### src/rtl/kcv_pkg.sv
`default_nettype none
package kcv_pkg;
    localparam int DW = 32;
    localparam int FB = 16;
    localparam int NREG = 7;
    localparam int QW = 48;

    localparam logic [2:0] REG_DT    = 3'd0;
    localparam logic [2:0] REG_Q00   = 3'd1;
    localparam logic [2:0] REG_Q01   = 3'd2;
    localparam logic [2:0] REG_Q10   = 3'd3;
    localparam logic [2:0] REG_Q11   = 3'd4;
    localparam logic [2:0] REG_SIG   = 3'd5;
    localparam logic [2:0] REG_START = 3'd6;

    typedef enum logic [1:0] {
        OP_ADD,
        OP_SUB,
        OP_MUL
    } t_op;

    typedef enum logic [2:0] {
        ST_IDLE,
        ST_RUN,
        ST_DIV,
        ST_DIVWAIT,
        ST_OUT
    } t_state;

    localparam logic signed [DW-1:0] VMAX = {1'b0, {(DW-1){1'b1}}};
    localparam logic signed [DW-1:0] VMIN = {1'b1, {(DW-1){1'b0}}};

    // saturate a wide signed value to DW bits
    function automatic logic [DW:0] sat_wide(input logic signed [DW+1:0] v);
        logic [DW:0] r;
        if (v > $signed({{2{1'b0}}, VMAX})) begin
            r = {1'b1, VMAX};
        end else if (v < $signed({{2{1'b1}}, VMIN})) begin
            r = {1'b1, VMIN};
        end else begin
            r = {1'b0, v[DW-1:0]};
        end
        return r;
    endfunction
endpackage
`default_nettype wire

### src/rtl/kcv_div.sv
`default_nettype none
// Restoring divider, one quotient bit per cycle: trunc(a * 2^FB / b), saturated.
module kcv_div (
    input  wire logic                          i_clk,
    input  wire logic                          i_rst_n,
    input  wire logic                          i_start,
    input  wire logic signed [kcv_pkg::DW-1:0] i_a,
    input  wire logic signed [kcv_pkg::DW-1:0] i_b,
    output logic                               o_done,
    output logic signed [kcv_pkg::DW-1:0]      o_q,
    output logic                               o_sat
);
    localparam int NW = kcv_pkg::DW + kcv_pkg::FB;
    logic [NW-1:0]          r_num;
    logic [NW-1:0]          r_quo;
    logic [kcv_pkg::DW:0]   r_rem;
    logic [kcv_pkg::DW-1:0] r_den;
    logic                   r_neg;
    logic [$clog2(NW+1)-1:0] r_cnt;
    logic                   r_busy;
    logic [kcv_pkg::DW:0]   w_rem;
    logic [kcv_pkg::DW-1:0] w_lim;

    assign w_rem = {r_rem[kcv_pkg::DW-1:0], r_num[NW-1]};
    assign w_lim = r_neg ? kcv_pkg::VMIN : kcv_pkg::VMAX;

    always_ff @(posedge i_clk) begin
        if (!i_rst_n) begin
            r_busy <= 1'b0;
            o_done <= 1'b0;
        end else begin
            o_done <= 1'b0;
            if (i_start) begin
                r_busy <= 1'b1;
                r_cnt  <= '0;
                r_num  <= {(i_a[kcv_pkg::DW-1] ? -i_a : i_a), {kcv_pkg::FB{1'b0}}};
                r_den  <= i_b[kcv_pkg::DW-1] ? -i_b : i_b;
                r_neg  <= i_a[kcv_pkg::DW-1] ^ i_b[kcv_pkg::DW-1];
                r_rem  <= '0;
                r_quo  <= '0;
            end else if (r_busy) begin
                r_num <= r_num << 1;
                if (w_rem >= {1'b0, r_den}) begin
                    r_rem <= w_rem - {1'b0, r_den};
                    r_quo <= {r_quo[NW-2:0], 1'b1};
                end else begin
                    r_rem <= w_rem;
                    r_quo <= {r_quo[NW-2:0], 1'b0};
                end
                r_cnt <= r_cnt + 1'b1;
                if (r_cnt == ($clog2(NW+1))'(NW-1)) begin
                    r_busy <= 1'b0;
                    o_done <= 1'b1;
                end
            end
        end
    end

    always_comb begin
        if (r_quo > {{kcv_pkg::FB{1'b0}}, w_lim}) begin
            o_q   = w_lim;
            o_sat = 1'b1;
        end else begin
            o_q   = r_neg ? -r_quo[kcv_pkg::DW-1:0] : r_quo[kcv_pkg::DW-1:0];
            o_sat = 1'b0;
        end
    end
endmodule
`default_nettype wire

### config.mk
export PLATFORM = sky130hd
export DESIGN_NAME = kcv_div
export DESIGN_NICKNAME = d
export VERILOG_FILES = /design/src/rtl/kcv_pkg.sv /design/src/rtl/kcv_div.sv
export SDC_FILE = /design/constraint.sdc
export NUM_CORES = 1
export LEC_CHECK = 0
export BUFFER_PORTS_ARGS = -buffer_cell sky130_fd_sc_hd__buf_2
export CAP_MARGIN = 20
export CORE_MARGIN = 5
export CORE_UTILIZATION = 35
export CTS_BUF_LIST = sky130_fd_sc_hd__clkbuf_4
export CTS_CLUSTER_DIAMETER = 100
export DETAILED_ROUTE_END_ITERATION = 8
export PLACE_DENSITY = 0.61
export SLEW_MARGIN = 10
export SYNTH_ARGS = -nofsm -noshare
export SYNTH_HDL_FRONTEND = slang
export SYNTH_SLANG_ARGS = --single-unit
### constraint.sdc
create_clock -name i_clk -period 4.05 [get_ports i_clk]
set_clock_uncertainty 0.05 [all_clocks]
set_input_delay 0.405 -clock i_clk [delete_from_list [all_inputs] [get_ports i_clk]]
set_output_delay 0.405 -clock i_clk [all_outputs]
set_load 0.005 [all_outputs]
==> flow_summary.toml <==
[power_and_ir_drop]
power.switching_mw = 1.30
power_density_nw_per_um2 = 314
p_int_mw = 2.81
combPwrFrac = 0.299
p_seq_frac = 0.481
switching_share = 0.317
clkPwrFrac = 0.220
max-vdd-ir-drop_v = 0.000205
leakage_nw = 5.13

[synthesis]
yosysSeqAreaShare = 0.434
synth_top_family_by_area = "simple AND/OR/NAND/NOR gates"
synth-simple-area-share = 0.179
synth_cells = 1074
yosysWarnings = 0
synth_xor_xnor_area_share = 0.0739
ys_ff_latch = 153
syn_nets = 1210
synth_fa_ha_area_frac = 0.0825
synth_ff_type = "edfxtp_1"
synth.avg_cell_area_sq_um = 9.82
yosysUniqueCellTypes = 68
muxShareOfSynthArea = 0.0280
synth_compound_area_frac = 0.169
synth_area_sq_um = 10600
synth_edf_count = 151
synthArstFlopShare = 0

[setup_path]
startpoint_type = "register"
critPathMaxFanout = 3
regToRegSetupSlack_ps = 520
crit_start = "r_quo[14]"
reg2reg_from = "r_rem[9]"
r2r_end = "r_rem[19]"
cp-end-kind = "output port"
required_ps = 3600
critical_path_arrival_ps = 4060
critPathKind = "register to output port"
ff2ff_path_depth = 11

[final_layout]
final_nets = 1381
fill_cells = 2788
drive_gt1_frac = 0.249
area.growth.synth_to_final_pct = 24.1

[routing]
wl_met3_um = 1180
drt-met1-wl_um = 12200
ant_nets = 0
wl_met2_um = 12300
highest_layer = "met4"
num_vias = 8686
wl_per_cell_um = 15.9
avgViaCountPerCell = 5.27
drt_iter0_markers = 459
drt-total-wl_um = 26200
drc = 0
drtPass1Iterations = 4

[timing]
whs_ps = 109
finalMaxSlewViolations = 0
max-slew-margin-rel = 0.472
min_period_over_period = 1.11
fmax_mhz = 222
rsz0062_at_grt = "true"
tightest_slew_ps = 792
setup_ws_ps = -462
hold_violations = 0
period_needed_ps = 4510
finalSetupTns_ps = -2360
setup-violations-final = 22

[grt]
grt_pass1_wl_um = 41400
antenna_found_initial = 2
grt_pass1_vias = 8300
grt_usage = 0.149
grt_max_degree = 78
grt_overflow = 0

[clock_tree]
cts_root_buffer = "clkbuf_4"
clk_path_buf_depth = 2
cts_buffers = 17
cts_sinks = 153
cts_tree = "done"
htree_levels = 4
path_clk_slew_ps = 130
clk-insertion-delay-late_ps = 550

[hold_path]
whs_path_depth = 2
hp-start = "i_b[5]"
hold_end = "r_den[5]"
hp-class = "primary input to register"

[floorplan]
rows = 63
die_y_um = 184
die_w_um = 184
initial_core_util = 0.355
core_area_sq_um = 29700
io_pins = 101
fp.dieArea_sq_um = 33700

[placement]
dp_hpwl_um = 17600
io_buffers = 100
gp_congestion = 0.858

[status]
status = "complete, but fails checks"
violations = "negative setup slack"

[job]
drv_cap = 0
cells in the mapped netlist, types with 3 or more instances:
library cell,instances,share of area
nand2b_1,10,0.0059
o211ai_1,4,0.0028
a31oi_1,6,0.0036
mux2i_1,28,0.027
clkbuf_1,37,0.013
or2_2,11,0.0065
nor2_1,99,0.035
o22ai_1,3,0.0018
nor4_1,12,0.0071
a211oi_1,5,0.0036
or3_1,26,0.015
nand3_1,17,0.0081
o21ai_0,49,0.023
and2_1,3,0.0018
a221o_1,10,0.0095
inv_1,51,0.018
o41ai_1,9,0.0075
or4_1,8,0.0057
o21a_1,10,0.0071
o31ai_1,19,0.014
nand2_1,68,0.024
edfxtp_1,151,0.43
a211o_1,3,0.0025
o21bai_1,4,0.0028
nand4_1,15,0.0089
ha_1,68,0.081
nor2b_1,56,0.033
and3_1,3,0.0018
a21o_1,30,0.021
nor3_1,22,0.010
o22a_1,6,0.0050
buf_1,4,0.0014
xnor2_1,47,0.039
xor2_1,42,0.035
a21oi_1,99,0.047
power groups by stage:
stage	sequential, mW	combinational [mW]	clock (mW)
final	1.97	1.23	0.903
after CTS	1.97	1.19	0.941
after detailed placement	2.01	1.12	0
after global routing	1.99	1.38	1.01
after floorplan	2.00	0.809	0
after global placement	2.00	1.10	0
layout by cell type, fill, tap and decap left out, types with 17 or more instances in the layout:
master,count
edfxtp_1,151
buf_2,98
nor2_1,95
a21oi_1,85
nand2_1,68
buf_4,57
nor2b_1,56
ha_1,52
inv_1,49
xnor2_1,47
xor2_1,42
o21ai_0,39
a21o_1,30
buf_6,29
mux2i_1,28
o31ai_1,19
or3_1,17
nand3_1,17
clkbuf_4,17
per-layer routing:
layer,up-vias,global-route usage
met2,202,0.239
met1,4116,0.205
met5,-,0
li1,4331,-
met3,37,0.0279
met4,0,0.0429
how the worst max path moves through the flow:
stage / end / slack [ps] / depth (start not counted)
floorplan: o_q[4] / -20 / 11
global placement: o_q[31] / 130 / 10
detailed placement: o_q[31] / 70 / 10
CTS: o_q[31] / -540 / 10
global route: o_q[31] / -660 / 10
finish: o_q[31] / -460 / 10
final cells by class:
type,instances,area (sq um),share of cell area
Clock buffer,17,128,0.00975
Timing Repair Buffer,193,1420,0.108
Antenna cell,2,5.00,0.000382
Multi-Input combinational cell,829,6150,0.470
Tap cell,390,488,0.0373
Inverter,51,200,0.0153
Clock inverter,12,130,0.00994
Sequential cell,153,4570,0.349
worst max-delay path, stage by stage (launching register included):
cell      delay [ps]
edfxtp_1         430
nor4_2           300
and4_4           260
or4b_4           470
or4b_4           530
or3_4            340
or3_4            360
nor4_4           150
mux2_4           330
o2bb2a_4         220
buf_6            110
metrics by stage:
stage,worst slack (ps),power (mW),std cells,utilization,area [sq um]
floorplan,-15.2,2.81,1074,-,10600
finish,-462,4.11,1647,0.441,13100
global route,-660,4.38,1647,0.441,13100
global placement,132,3.11,1557,0.393,11700
detailed placement,66.9,3.13,1557,0.393,11700
CTS,-544,4.10,1631,0.427,12700
kinds of logic after synthesis:
group,count (synthesis)
buffers and inverters,93
muxes,29
DFF,153
and+or+nand+nor,365
adders and majority gates,69
xor gates and xnor gates,89
AOI/OAI and AO/OA,276
registers in the layout (all words and copies together), names as in the netlist:
name / cells
o_done: 1
r_busy: 1
r_cnt: 6
r_den: 32
r_neg: 1
r_num: 32
r_quo: 48
r_rem: 32
timing repair:
item / in CTS / in global routing
hold buffers: 2 / 0
pin swaps: 32 / 48
endpoints found under the hold margin: 2 / 0
endpoints found under the setup margin: 32 / 53
gates cloned: 4 / 2
resized for setup: 77 / 69
buffers inserted: 43 / 21
Note: power is estimated with default switching activity, not from simulation.
